$ cat src/hdl/dhtd_pkg.sv
// Package: shared types, constants and codes of the deflate token decoder.
package dhtd_pkg;
  localparam int LIT_TABLE_DEPTH_DEF  = 2048;
  localparam int DIST_TABLE_DEPTH_DEF = 1024;
  localparam int MAX_RESULTS          = 8;

  localparam logic [1:0] ACT_BYTE = 2'd0;
  localparam logic [1:0] ACT_LIT  = 2'd1;
  localparam logic [1:0] ACT_DIST = 2'd2;

  localparam logic [1:0] KIND_LIT   = 2'd0;
  localparam logic [1:0] KIND_MATCH = 2'd1;
  localparam logic [1:0] KIND_EOB   = 2'd2;
  localparam logic [1:0] KIND_ERR   = 2'd3;

  localparam logic [1:0] ERR_NONE  = 2'd0;
  localparam logic [1:0] ERR_TABLE = 2'd1;
  localparam logic [1:0] ERR_FAR   = 2'd2;

  localparam logic [0:0] CFG_LIT_ROOT  = 1'd0;
  localparam logic [0:0] CFG_DIST_ROOT = 1'd1;

  localparam logic [7:0] REDIRECT_TAG = 8'h10;
  localparam logic [3:0] NIB_MASK     = 4'hF;
  localparam logic [16:0] SAT_MAX     = 17'h0FFFF;

  typedef struct packed {
    logic [1:0]  action;
    logic [7:0]  data_byte;
    logic [10:0] table_index;
    logic [31:0] table_word;
  } req_t;

  typedef struct packed {
    logic [1:0]  kind;
    logic [7:0]  literal;
    logic [15:0] match_length;
    logic [15:0] match_distance;
    logic [1:0]  error_code;
    logic        last;
  } res_t;

  function automatic logic [15:0] low_mask(input logic [3:0] n);
    logic [16:0] m;
    m = (17'd1 << n) - 17'd1;
    return m[15:0];
  endfunction
endpackage

$ cat src/hdl/dhtd_if.sv
// Interfaces: valid/ready request and result channels.
interface dhtd_req_if;
  logic              valid;
  logic              ready;
  dhtd_pkg::req_t    payload;
  modport source (output valid, output payload, input ready);
  modport sink   (input valid, input payload, output ready);
endinterface


$ cat src/hdl/dhtd_front.sv
// Front end: accepts requests, decodes actions, queues them for the back end.
module dhtd_front (
  input  logic           clk,
  input  logic           rst_n,
  dhtd_req_if.sink       in_req,
  output logic           q_valid,
  input  logic           q_pop,
  output dhtd_pkg::req_t q_data
);
  localparam int QD = 2;

  dhtd_pkg::req_t q_r [QD];
  logic [0:0] rd_r, rd_nxt, wr_r, wr_nxt;
  logic [1:0] cnt_r, cnt_nxt;
  logic       push;

  assign in_req.ready = (cnt_r != 2'(QD));
  assign push    = in_req.valid && in_req.ready && (in_req.payload.action <= dhtd_pkg::ACT_DIST);
  assign q_valid = (cnt_r != 2'd0);
  assign q_data  = q_r[rd_r];

  always_comb begin
    wr_nxt  = wr_r + 1'(push);
    rd_nxt  = rd_r + 1'(q_pop);
    cnt_nxt = cnt_r + 2'(push) - 2'(q_pop);
  end

  always_ff @(posedge clk) begin
    if (!rst_n) begin
      rd_r  <= '0;
      wr_r  <= '0;
      cnt_r <= '0;
    end else begin
      rd_r  <= rd_nxt;
      wr_r  <= wr_nxt;
      cnt_r <= cnt_nxt;
    end
    if (push) begin
      q_r[wr_r] <= in_req.payload;
    end
  end

  a_no_overflow: assert property (@(posedge clk) disable iff (!rst_n)
    cnt_r == 2'(QD) |-> !push) else $error("queue overflow");
  a_no_underflow: assert property (@(posedge clk) disable iff (!rst_n)
    q_pop |-> q_valid) else $error("queue underflow");
  a_cnt_range: assert property (@(posedge clk) disable iff (!rst_n)
    cnt_r <= 2'(QD)) else $error("queue count");
endmodule

$ cat src/flat_wrapper.sv
// flat-port wrapper written by rule: the top's interface ports become plain ports
module dhtd_front_flat 
  (clk, rst_n, q_valid, q_pop, q_data, in_req_valid, in_req_payload, in_req_ready);
  dhtd_req_if in_req_i ();
  input  logic clk;
  input  logic rst_n;
  output logic q_valid;
  input  logic q_pop;
  output dhtd_pkg::req_t q_data;
  input wire logic [$bits(in_req_i.valid)-1:0] in_req_valid;
  input wire logic [$bits(in_req_i.payload)-1:0] in_req_payload;
  output wire logic [$bits(in_req_i.ready)-1:0] in_req_ready;
  assign in_req_i.valid = in_req_valid;
  assign in_req_i.payload = in_req_payload;
  assign in_req_ready = in_req_i.ready;
  dhtd_front u_core (.clk(clk), .rst_n(rst_n), .in_req(in_req_i), .q_valid(q_valid), .q_pop(q_pop), .q_data(q_data));
endmodule
$ cat config.mk
export PLATFORM = sky130hd
export DESIGN_NAME = dhtd_front_flat
export DESIGN_NICKNAME = d
export VERILOG_FILES = /design/src/hdl/dhtd_pkg.sv /design/src/hdl/dhtd_if.sv /design/src/hdl/dhtd_front.sv /design/src/flat_wrapper.sv
export SDC_FILE = /design/constraint.sdc
export NUM_CORES = 1
export LEC_CHECK = 0
export ABC_CLOCK_PERIOD_IN_PS = 10800
export BUFFER_PORTS_ARGS = -buffer_cell sky130_fd_sc_hd__buf_2
export CAP_MARGIN = 20
export CORE_UTILIZATION = 45
export DETAILED_ROUTE_END_ITERATION = 12
export PLACE_DENSITY = 0.79
export SLEW_MARGIN = 20
export SYNTH_ARGS = -nofsm -noshare
export SYNTH_HDL_FRONTEND = slang
export SYNTH_SLANG_ARGS = --single-unit
$ cat constraint.sdc
create_clock -name clk -period 10.8 [get_ports clk]
set_input_delay 1.08 -clock clk [delete_from_list [all_inputs] [get_ports clk]]
set_output_delay 1.08 -clock clk [all_outputs]
set_load 0.1 [all_outputs]
After elaboration in Yosys (flattened, before gate mapping)
Memory sizes are Yosys's and may differ from the RTL's. A register that Yosys moved wholly into a read port is not among the register bits.
Cells that the tools add are included.
{"block": "totals", "reg_bits": 4, "output_inout_bits": 55, "memories": 1, "word_cells": 16, "input_bits": 57, "ramBits": 106}
{"block": "classes", "reduce_logical": 3, "muxes": 3, "eq_ne": 1, "order_cmp": 1, "n_addsub": 4}
{"memory": "u_core.q_r", "words": 2, "word_bits": 53, "rd": 1, "rd_clocked_by_memory_dff": 1, "wr": 1, "line_no": "dhtd_front.sv:12", "rtl": "dhtd_pkg::req_t q_r [QD];"}
{"operator": "$mux 1", "n": 3}
{"operator": "$add 1x1->1", "n": 2}
{"operator": "$add 2x1->2", "n": 1}
{"operator": "$le 2x2->1 const B", "n": 1}
{"operator": "$logic_and 1x1->1", "n": 2}
{"operator": "$ne 2x2->1 const B", "n": 1}
{"operator": "$reduce_bool 2->1", "n": 1}
{"operator": "$sub 2x1->2", "n": 1}

Longest topological paths before layout
Gate-level depths: netlist (run 1).
{"block": "logic_depth", "depth_word": 5, "depth_mapped": 5}

Least setup slack after synthesis (run 1)
OpenSTA, ideal clock, no wires.
{"block": "synth_timing", "path_type": "input port to flip-flop", "start": "input in_req_valid", "end": "memory u_core.q_r[1][0] (netlist bit) (enable)", "stages": 2, "path_buffers": 0, "setup_ns": 0.529, "slack_ns": 5.370, "arrival_time_ns": 4.901, "path_cell_list": "a21bo_1 nor3_1"}
{"block": "synth_between", "elab_chain_len": 4}
{"item": "start, declared", "line_no": "flat_wrapper.sv:10", "rtl": "input wire logic [$bits(in_req_i.valid)-1:0] in_req_valid;"}
{"item": "$logic_and 1x1->1 (2 in series)", "line_no": "dhtd_front.sv:18", "rtl": "assign push = in_req.valid && in_req.ready && (in_req.payload.action <= dhtd_pkg::ACT_DIST);"}
{"item": "$mux 1", "line_no": "dhtd_front.sv:38", "rtl": "if (push) begin"}
{"item": "$mux 1 (not written as such)", "line_no": "dhtd_front.sv:39", "rtl": "q_r[wr_r] <= in_req.payload;"}
{"item": "end, declared", "line_no": "dhtd_front.sv:12"}
Every way passes these cells.

==> summary.md, run 1 <==
| Metric | Value |
|---|---|
| Outcome | `complete, no violations` |
| Nets | `370` |
| Final wirelength | `6.57 mm` |
| DR WL met2 | `roughly 3.4 mm` |
| Initial antenna violation count | `0` |
| RSZ-0062 raised after global routing | `no` |
| First-pass GRT wire length | `9.95 mm` |
| CTS tree | `done` |
| Worst path bufs/invs | `1` |
| Top_reg_cell synth | `edfxtp_1` |
| Post-DRT Antenna Nets | `0` |
| Dpl ws | `7450 ps` |
| Post-synth top area cell | `edfxtp_1` |
| Sequential power share | `49.6%` |
| Leakage dissipation | `2.02 nW` |
| Max-Cap Viols | `0` |
| Synth top area share | `74.2%` |
| Required @ worst endpoint | `around 9700 ps` |
| IO buf count | `111` |
| Worst setup EP type | `output port` |
| Syn_area_per_cell | `22.2 µm²` |
| Synthesized cell area | `4290 µm²` |
| Hold crit path type | `reg2reg` |
| Via/cell ratio | `4.68` |
| Routability congestion estimate | `0.674` |
| Switching power | `400 µW` |
| Syn nets | `roughly 250` |
| Worst path depth | `2` |
| VDD IR max | `94.5 µV` |
| Clock Latency Late Sink | `360 ps` |
| Power share of the clock group | `20.5%` |
| R2r worst-path depth | `3` |
| Fin Setup TNS | `0 ps` |
| Hold Path Stages | `2` |
| CTS sink cnt | `about 110` |
| Starting Density | `46.4%` |
| Sequential element share of the synthesized area | `76.5%` |
| Layout cells sized above 1 | `57.3%` |
| Core area | `a little over 9000 µm²` |
| Worst setup SP type | `register` |
| Layout Utilization | `a little under three fifths` |
| Fin. Hold Viols | `0` |
| Routed length per instance | `14.8 µm` |
| Met1 WL | `2.76 mm` |
| Via count | `2083` |
| Global Route Usage Sum | `a little over an eighth` |
| Sw Ratio | `~38%` |
| Post-synthesis async set-or-reset flop share | `0%` |
| Row cnt | `35` |
| Vias in the first global route | `~2000` |
| Power Internal | `between 600 and 700 µW` |
| Largest net degree at the start of global routing | `54` |
| Slowest Stage Delay on Critical Path | `1010 ps` |
| Count leader, synth | `edfxtp_1` |
| CTS buffer count | `9` |
| Die width | `99.7 µm` |
| Die area | `roughly 9900 µm²` |
| Hold-fix buffers, CTS | `0` |
| H-Tree Depth | `3` |
| Highest routed layer | `met4` |
| Worst-margin pin slew | `979 ps` |
| Worst-path maximum fanout | `53` |
| Skew final | `11.6 ps` |
| Combinational share of power | `around 30%` |
| Post-synth EDFFs | `106` |
| Critical Path Slowest Stage Cell | `dfxtp_4` |
| Flops & latches, synth | `111` |
| Die height | `99.7 µm` |
| Top cells by count, synth | `edfxtp_1, mux2_4, buf_6, dfxtp_1` |
| PD cells | `207 nW/µm²` |
| Synth Instances | `193` |
| Ant. Diodes | `0` |
| Finished Cell Area | `5150 µm²` |
| Post-CTS resize count | `0` |
| Min Tclk post-route | `3210 ps` |
| Critical Path AT | `2130 ps` |
| Final worst slack | `7590 ps` |
| Met3 WL | `approximately 350 µm` |
| Rel. slew slack | `34.7%` |
| P&R area growth vs syn | `20.0%` |
| Final setup viols | `0` |
| Area contributors post-synth | `edfxtp_1, mux2_4, dfxtp_1` |
| Clock root buffer master | `clkbuf_8` |
| # IOs | `roughly 110` |
| Final Cycle Share | `29.7%` |
| Warnings, synthesis | `0` |
| Grt total ovfl | `0` |
| Crit-path cells | `mux2_4 > buf_2` |
| Crit path max-delay family | `flip-flops` |
| CTS Buffer Depth | `2` |
| Detail Placement HPWL | `4.28 mm` |
| Fmax | `0.312 GHz` |
| Post-CTS setup buffers | `0` |
| Setup CP Type | `reg2out` |
| Clock transition at the registers of the reported paths | `100 ps` |
| DRC Markers | `0` |
| DRT Pass-1 Iters | `4` |
| Cell area after placement | `4970 µm²` |
| DRT iter0 DRCs | `64` |
| Pwr Total | `1.07 mW` |
| Synth cell types | `23` |
| Slew Viols, Final | `0` |
-- layout by cell type (no fill, tap or decap), drive strengths merged --
master / Yosys / final
clkinv: 0 / 6
a21bo: 1 / 1
mux2: 53 / 53
a31oi: 1 / 1
nand4: 1 / 1
inv: 4 / 5
xor2: 2 / 2
o31ai: 1 / 1
and3b: 1 / 1
and2: 2 / 2
clkbuf: 0 / 9
dfxtp: 5 / 5
buf: 6 / 113
a21boi: 1 / 1
nor2b: 2 / 2
a21oi: 1 / 1
nor2: 2 / 2
edfxtp: 106 / 106
nor3: 1 / 1
ha: 2 / 2
or2: 1 / 1
-- through the flow --
step,cells,hold WS [ps]
final,445,587
after global routing,445,630
after CTS,445,587
after detailed placement,429,561
after global placement,429,557
after floorplan,193,537
-- final cells by class --
class,count,area [µm²]
fillers,720,4090
flip-flops and latches,111,3290
multi-input cells,72,943
repair buffers,113,571
well taps,129,161
clock buffers,9,124
clock inverters,7,48.8
inverters,4,15.0
-- per-layer routing --
metal | global-route usage [%] | vias up
li1 | - | 990
met1 | 16.2 | 1011
met2 | 23.2 | 72
met3 | 3.94 | 10
met4 | 6.33 | 0
met5 | 0 | -
-- power groups by stage --
stage	logic [mW]	clock network, mW	registers, mW
global route	0.330	0.245	0.533
CTS	0.321	0.227	0.530
floorplan	0.286	0	0.529
global placement	0.318	0	0.538
finish	0.319	0.219	0.529
detailed placement	0.320	0	0.540
-- kinds of logic after synthesis --
| logic type | share of synthesized area (%) |
|---|---|
| AOI/OAI and AO/OA | 0.846 |
| buffers and inverters | 1.84 |
| and+or+nand+nor | 1.55 |
| adders and majority gates | 0.583 |
| DFF | 76.5 |
| xor gates and xnor gates | 0.408 |
| muxes | 18.3 |
-- path summary, 6_finish.rpt --
| check | start | endpoint | slack, ps |
|---|---|---|---|
| hold reg to reg | u_core.rd_r | register | 590 |
| hold / removal | u_core.rd_r | register | 590 |
| setup / recovery | register | q_data[33] | 7590 |
| setup reg to reg | u_core.cnt_r[1] | u_core.q_r[1][32] | 8750 |
-- flip-flops by register name (all words and copies together) (netlist names), named ones only --
| name | flops |
|---|---|
| u_core.wr_r | 1 |
| u_core.cnt_r | 2 |
| u_core.q_r | 106 |
| u_core.rd_r | 1 |
-- tightest hold or removal path, stage by stage, from the launching register on --
cell and delay (ps):
dfxtp_1 340, xor2_1 70, and2_1 140
Power figures use the tool's default switching activity.
==> inputs of run 2 (changes only) <==
--- a/config.mk
+++ b/config.mk
@@ -5,7 +5,7 @@
 export SDC_FILE = /design/constraint.sdc
 export NUM_CORES = 1
 export LEC_CHECK = 0
-export ABC_CLOCK_PERIOD_IN_PS = 10800
+export ABC_CLOCK_PERIOD_IN_PS = 3020
 export BUFFER_PORTS_ARGS = -buffer_cell sky130_fd_sc_hd__buf_2
 export CAP_MARGIN = 20
 export CORE_UTILIZATION = 45
==> constraint.sdc (replaced) <==
create_clock -name clk -period 3.02 [get_ports clk]
set_input_delay 0.302 -clock clk [delete_from_list [all_inputs] [get_ports clk]]
set_output_delay 0.302 -clock clk [all_outputs]
set_load 0.1 [all_outputs]
==> run 2 against run 1 <==
Effect of this change: clock-buffer cell count rose by 1; sequential share of layout area fell by 0.98 points; worst setup slack got worse by 6900 ps; register-to-register slack got worse by 7600 ps; sequential cell count did not move; critical path depth rose by 1; hold slack got worse by 460 ps; clock power rose to 4.2 times the previous value.
==> summary.md, run 2 (same netlist as run 1, synthesis figures left out) <==
| Metric | Value |
|---|---|
| Detail Placement HPWL | `4.67 mm` |
| Leakage dissipation | `2.06 nW` |
| Slowest Stage Delay on Critical Path | `around 630 ps` |
| Required @ worst endpoint | `about 2700 ps` |
| Switching power | `1.41 mW` |
| Setup CP Type | `reg2out` |
| Clock Latency Late Sink | `350 ps` |
| Core area | `9240 µm²` |
| Fin. Hold Viols | `0` |
| PD cells | `758 nW/µm²` |
| Crit-path cells | `buf_12 > mux2_1 > buf_2` |
| Combinational share of power | `between 20% and 30%` |
| Power share of the clock group | `23.1%` |
| Post-CTS resize count | `0` |
| Dpl ws | `about 1000 ps` |
| Die area | `~9900 µm²` |
| Max-Cap Viols | `0` |
| Layout Utilization | `56.6%` |
| Vias in the first global route | `2106` |
| Clock root buffer master | `clkbuf_8` |
| Largest reg by FF count | `u_core.q_r` |
| RSZ-0062 raised after global routing | `no` |
| Critical Path AT | `1980 ps` |
| First-pass GRT wire length | `10.2 mm` |
| Max FFs per register | `106` |
| CTS sink cnt | `111` |
| Slew Viols, Final | `0` |
| Final Non-Filler Cells | `447` |
| Routability congestion estimate | `0.650` |
| Final setup viols | `0` |
| Layout cells sized above 1 | `~58%` |
| Post-CTS setup buffers | `0` |
| Post-DRT Antenna Nets | `0` |
| Clock transition at the registers of the reported paths | `100 ps` |
| Top flop regs | `u_core.q_r x106, u_core.cnt_r x2` |
| Worst setup SP type | `register` |
| DP Cell Count | `431` |
| Die height | `99.7 µm` |
| Rel. slew slack | `57.6%` |
| Hold-fix buffers, CTS | `0` |
| Die width | `~100 µm` |
| Fmax | `0.438 GHz` |
| Ant. Diodes | `0` |
| Via count | `2066` |
| Global Route Usage Sum | `14.2%` |
| DRT Pass-1 Iters | `4` |
| Fin Setup TNS | `0 ps` |
| CTS Buffer Depth | `2` |
| Power Internal | `2.55 mW` |
| Nets | `372` |
| Finished Cell Area | `5230 µm²` |
| Skew final | `~5.7 ps` |
| Final worst slack | `about 730 ps` |
| H-Tree Depth | `3` |
| Commonest non-fill, non-tap cell in the layout | `buf_2` |
| Worst-path maximum fanout | `31` |
| DRT iter0 DRCs | `67` |
| Row cnt | `35` |
| CTS tree | `done` |
| Critical Path Slowest Stage Cell | `dfxtp_4` |
| P&R area growth vs syn | `21.9%` |
| Routed length per instance | `15.3 µm` |
| CTS buffer count | `9` |
| Grt total ovfl | `0` |
| Final Cycle Share | `75.7%` |
| Initial antenna violation count | `0` |
| Via/cell ratio | `roughly 4.6` |
| IO buf count | `between 100 and 150` |
| Sequential power share | `47.2%` |
| Cell area after placement | `5020 µm²` |
| Crit path max-delay family | `flip-flops` |
| Worst setup EP type | `output port` |
| Outcome | `complete, no violations` |
| Leading cell types in the layout, fill and taps excluded | `buf_2, edfxtp_1, mux2_4` |
| Hold crit path type | `in2reg` |
| Sw Ratio | `35.6%` |
| VDD IR max | `399 µV` |
| DRC Markers | `0` |
| Min Tclk post-route | `2290 ps` |
| Starting Density | `a little under half` |
| Worst-margin pin slew | `636 ps` |
| Worst path bufs/invs | `2` |
| # IOs | `112` |
| Final wirelength | `6.82 mm` |
| Largest net degree at the start of global routing | `32` |
## run 2: cell types whose count changed in the layout (fill, tap and decap cells not counted), moves of 2 or more
cell       delta
clkinv_1      -2
buf_12        +2
clkinv_4      -2
bufinv_16     +2
## run 2: final timing paths
| path | start | endpoint | slack (ps) | depth (start not counted) |
|---|---|---|---|---|
| max reg2reg | u_core.cnt_r[1] | u_core.q_r[0][44] | 1190 | 4 |
| min | in_req_payload[48] | u_core.q_r[0][48] | 120 | 1 |
| min reg2reg | u_core.rd_r | register | 570 | 2 |
| max | register | q_data[46] | 730 | 3 |
## run 2: cell type report
class	instances	area (µm²)
fillers	723	4010
flip-flops and latches	111	3290
multi-input cells	72	943
repair buffers	115	611
well taps	129	161
clock buffers	10	128
clock inverters	6	85.1
inverters	4	15.0
## run 2: per-stage QoR
step / hold WS, ps / power, mW
floorplan: 401 / 2.91
global placement: 491 / 3.07
detailed placement: 495 / 3.09
CTS: 99.9 / 4.01
global route: 95.4 / 4.10
finish: 123 / 3.96
## run 2: power groups by stage
stage / Clock, mW / Sequential (mW) / Combinational (mW)
after floorplan: 0 / 1.89 / 1.02
after global placement: 0 / 1.90 / 1.17
after detailed placement: 0 / 1.91 / 1.18
after CTS: 0.949 / 1.87 / 1.18
after global routing: 1.01 / 1.88 / 1.21
final: 0.918 / 1.87 / 1.17
## run 2: worst reg2reg max path, delay by kind of cell, from the launching register on
family	cells	cell delay, ps
flops	1	340
buf+inv	1	290
fa+ha+maj	1	610
simple gates	2	280
## run 2: routing by layer
metal	wire (µm)	global-route usage, %
met1	2820	17.0
met2	3490	23.8
met3	387	3.65
met4	127	7.13
met5	0	0
==> inputs of run 3 (changes only) <==
--- a/config.mk
+++ b/config.mk
@@ -5,7 +5,7 @@
 export SDC_FILE = /design/constraint.sdc
 export NUM_CORES = 1
 export LEC_CHECK = 0
-export ABC_CLOCK_PERIOD_IN_PS = 3020
+export ABC_CLOCK_PERIOD_IN_PS = 2300
 export BUFFER_PORTS_ARGS = -buffer_cell sky130_fd_sc_hd__buf_2
 export CAP_MARGIN = 20
 export CORE_UTILIZATION = 45
==> constraint.sdc (replaced) <==
create_clock -name clk -period 2.3 [get_ports clk]
set_input_delay 0.23 -clock clk [delete_from_list [all_inputs] [get_ports clk]]
set_output_delay 0.23 -clock clk [all_outputs]
set_load 0.1 [all_outputs]
==> run 3 against run 2 <==
Effect of this change: power increased by 27%; clock skew increased by 3.5 ps; combinational power increased by 33%; critical path type unchanged.
==> summary.md, run 3 (same netlist as run 1, synthesis figures left out) <==
| Metric | Value |
|---|---|
| Met1 WL | `2.81 mm` |
| Leakage dissipation | `just over 2 nW` |
| Hold-fix buffers, CTS | `0` |
| Die width | `99.7 µm` |
| Required @ worst endpoint | `approximately 2100 ps` |
| Fin Setup TNS | `0 ps` |
| Routability congestion estimate | `0.643` |
| Min Tclk post-route | `2020 ps` |
| Crit-path cells | `buf_12 > mux2_1 > buf_2` |
| Core area | `9240 µm²` |
| Worst-margin pin slew | `508 ps` |
| Detail Placement HPWL | `4.35 mm` |
| Clock root buffer master | `clkbuf_8` |
| CTS Buffer Depth | `2` |
| Starting Density | `46.4%` |
| DRC Markers | `0` |
| RSZ-0062 raised after global routing | `no` |
| Rel. slew slack | `66.4%` |
| Fin. Hold Viols | `0` |
| Via count | `2084` |
| CTS buffer count | `9` |
| PD cells | `between 900 and 1000 nW/µm²` |
| # IOs | `~110` |
| Die area | `9930 µm²` |
| Layout cells sized above 1 | `58.2%` |
| Row cnt | `35` |
| Grt total ovfl | `0` |
| Clock Latency Late Sink | `roughly 350 ps` |
| Max-Cap Viols | `0` |
| Post-CTS resize count | `0` |
| Worst setup EP type | `output port` |
| Final Non-Filler Cells | `447` |
| Final wirelength | `6.71 mm` |
| VDD IR max | `523 µV` |
| Hold crit path type | `in2reg` |
| Slew Viols, Final | `0` |
| Layout Utilization | `56.2%` |
| Leading cell types in the layout, fill and taps excluded | `buf_2, edfxtp_1, mux2_4` |
| Worst-path maximum fanout | `53` |
| Post-DRT Antenna Nets | `0` |
| Vias in the first global route | `around 2200` |
| Commonest non-fill, non-tap cell in the layout | `buf_2` |
| Clock transition at the registers of the reported paths | `100 ps` |
| Highest routed layer | `met5` |
| Via/cell ratio | `4.66` |
| Outcome | `complete, no violations` |
| Skew final | `9.21 ps` |
| DRT iter0 DRCs | `63` |
| Worst setup SP type | `register` |
| Largest net degree at the start of global routing | `54` |
| Final setup viols | `0` |
| Die height | `about 100 µm` |
| IO buf count | `111` |
| Routed length per instance | `15.0 µm` |
| Ant. Diodes | `0` |
| Critical Path Slowest Stage Cell | `dfxtp_4` |
| Met3 WL | `409 µm` |
| DR WL met2 | `about 3.4 mm` |
| Final Cycle Share | `87.7%` |
| Fmax | `0.496 GHz` |
| Nets | `372` |
| Slowest Stage Delay on Critical Path | `370 ps` |
| Worst path bufs/invs | `2` |
| Top flop regs | `u_core.q_r x106, u_core.cnt_r x2` |
| Initial antenna violation count | `1` |
| Max FFs per register | `106` |
| CTS tree | `done` |
| H-Tree Depth | `3` |
| Post-CTS setup buffers | `0` |
| CTS sink cnt | `111` |
| First-pass GRT wire length | `about 10 mm` |
| Largest reg by FF count | `u_core.q_r` |
| Fillers | `~740` |
| Setup CP Type | `reg2out` |
| DRT Pass-1 Iters | `3` |
| Crit path max-delay family | `buffers and inverters` |
| DP Cell Count | `431` |
| Global Route Usage Sum | `roughly 14%` |
| P&R area growth vs syn | `20.9%` |
| Critical Path AT | `1790 ps` |
[run 3: cell types whose count changed in the layout (fill, tap and decap cells not counted), sizes merged]
| cell | before | now |
|---|---|---|
| bufinv | 2 | 0 |
| clkbuf | 10 | 9 |
| clkinv | 3 | 4 |
| inv | 4 | 6 |
[run 3: path summary, 6_finish.rpt]
path,startpoint,endpoint,slack [ps],depth (start not counted)
max,register,q_data[37],280,3
min,in_req_payload[24],u_core.q_r[0][24],60,1
max reg2reg,u_core.cnt_r[1],u_core.q_r[0][43],700,4
min reg2reg,u_core.rd_r,register,630,2
[run 3: worst reg2reg max path: stages, from the launching register on]
cell and delay (ps):
dfxtp_1 350, nor2b_4 150, nor2_1 140, ha_2 200, buf_4 380
[run 3: layout make-up]
| type | count | area, µm² | area share (%) |
|---|---|---|---|
| clock buffer | 9 | 124 | 2.39 |
| clock inverter | 7 | 47.5 | 0.916 |
| timing repair buffer | 115 | 611 | 11.8 |
| sequential | 111 | 3290 | 63.3 |
| inverter | 4 | 15.0 | 0.289 |
| tap | 129 | 161 | 3.11 |
| multi-input combinational | 72 | 943 | 18.2 |
[run 3: per-layer routing]
metal	track usage, %	up-vias
li1	-	994
met1	17.0	1010
met2	24.2	68
met3	4.22	10
met4	5.77	2
met5	0	-
[run 3: per-stage QoR]
stage | total power, mW | setup WS, ps | area [µm²] | hold slack, ps
floorplan | 3.83 | 17.0 | 4300 | 329
finish | 5.03 | 283 | 5190 | 55.0
detailed placement | 4.05 | 588 | 5020 | 422
global route | 5.21 | 246 | 5190 | 27.1
CTS | 5.08 | 283 | 5190 | 31.6
global placement | 4.03 | 671 | 5020 | 419
[run 3: report_power, final]
part | internal, mW | total (mW) | switching, mW
clock network | 0.397 | 1.04 | 0.638
registers | 2.39 | 2.44 | 0.0420
logic | 0.344 | 1.56 | 1.21
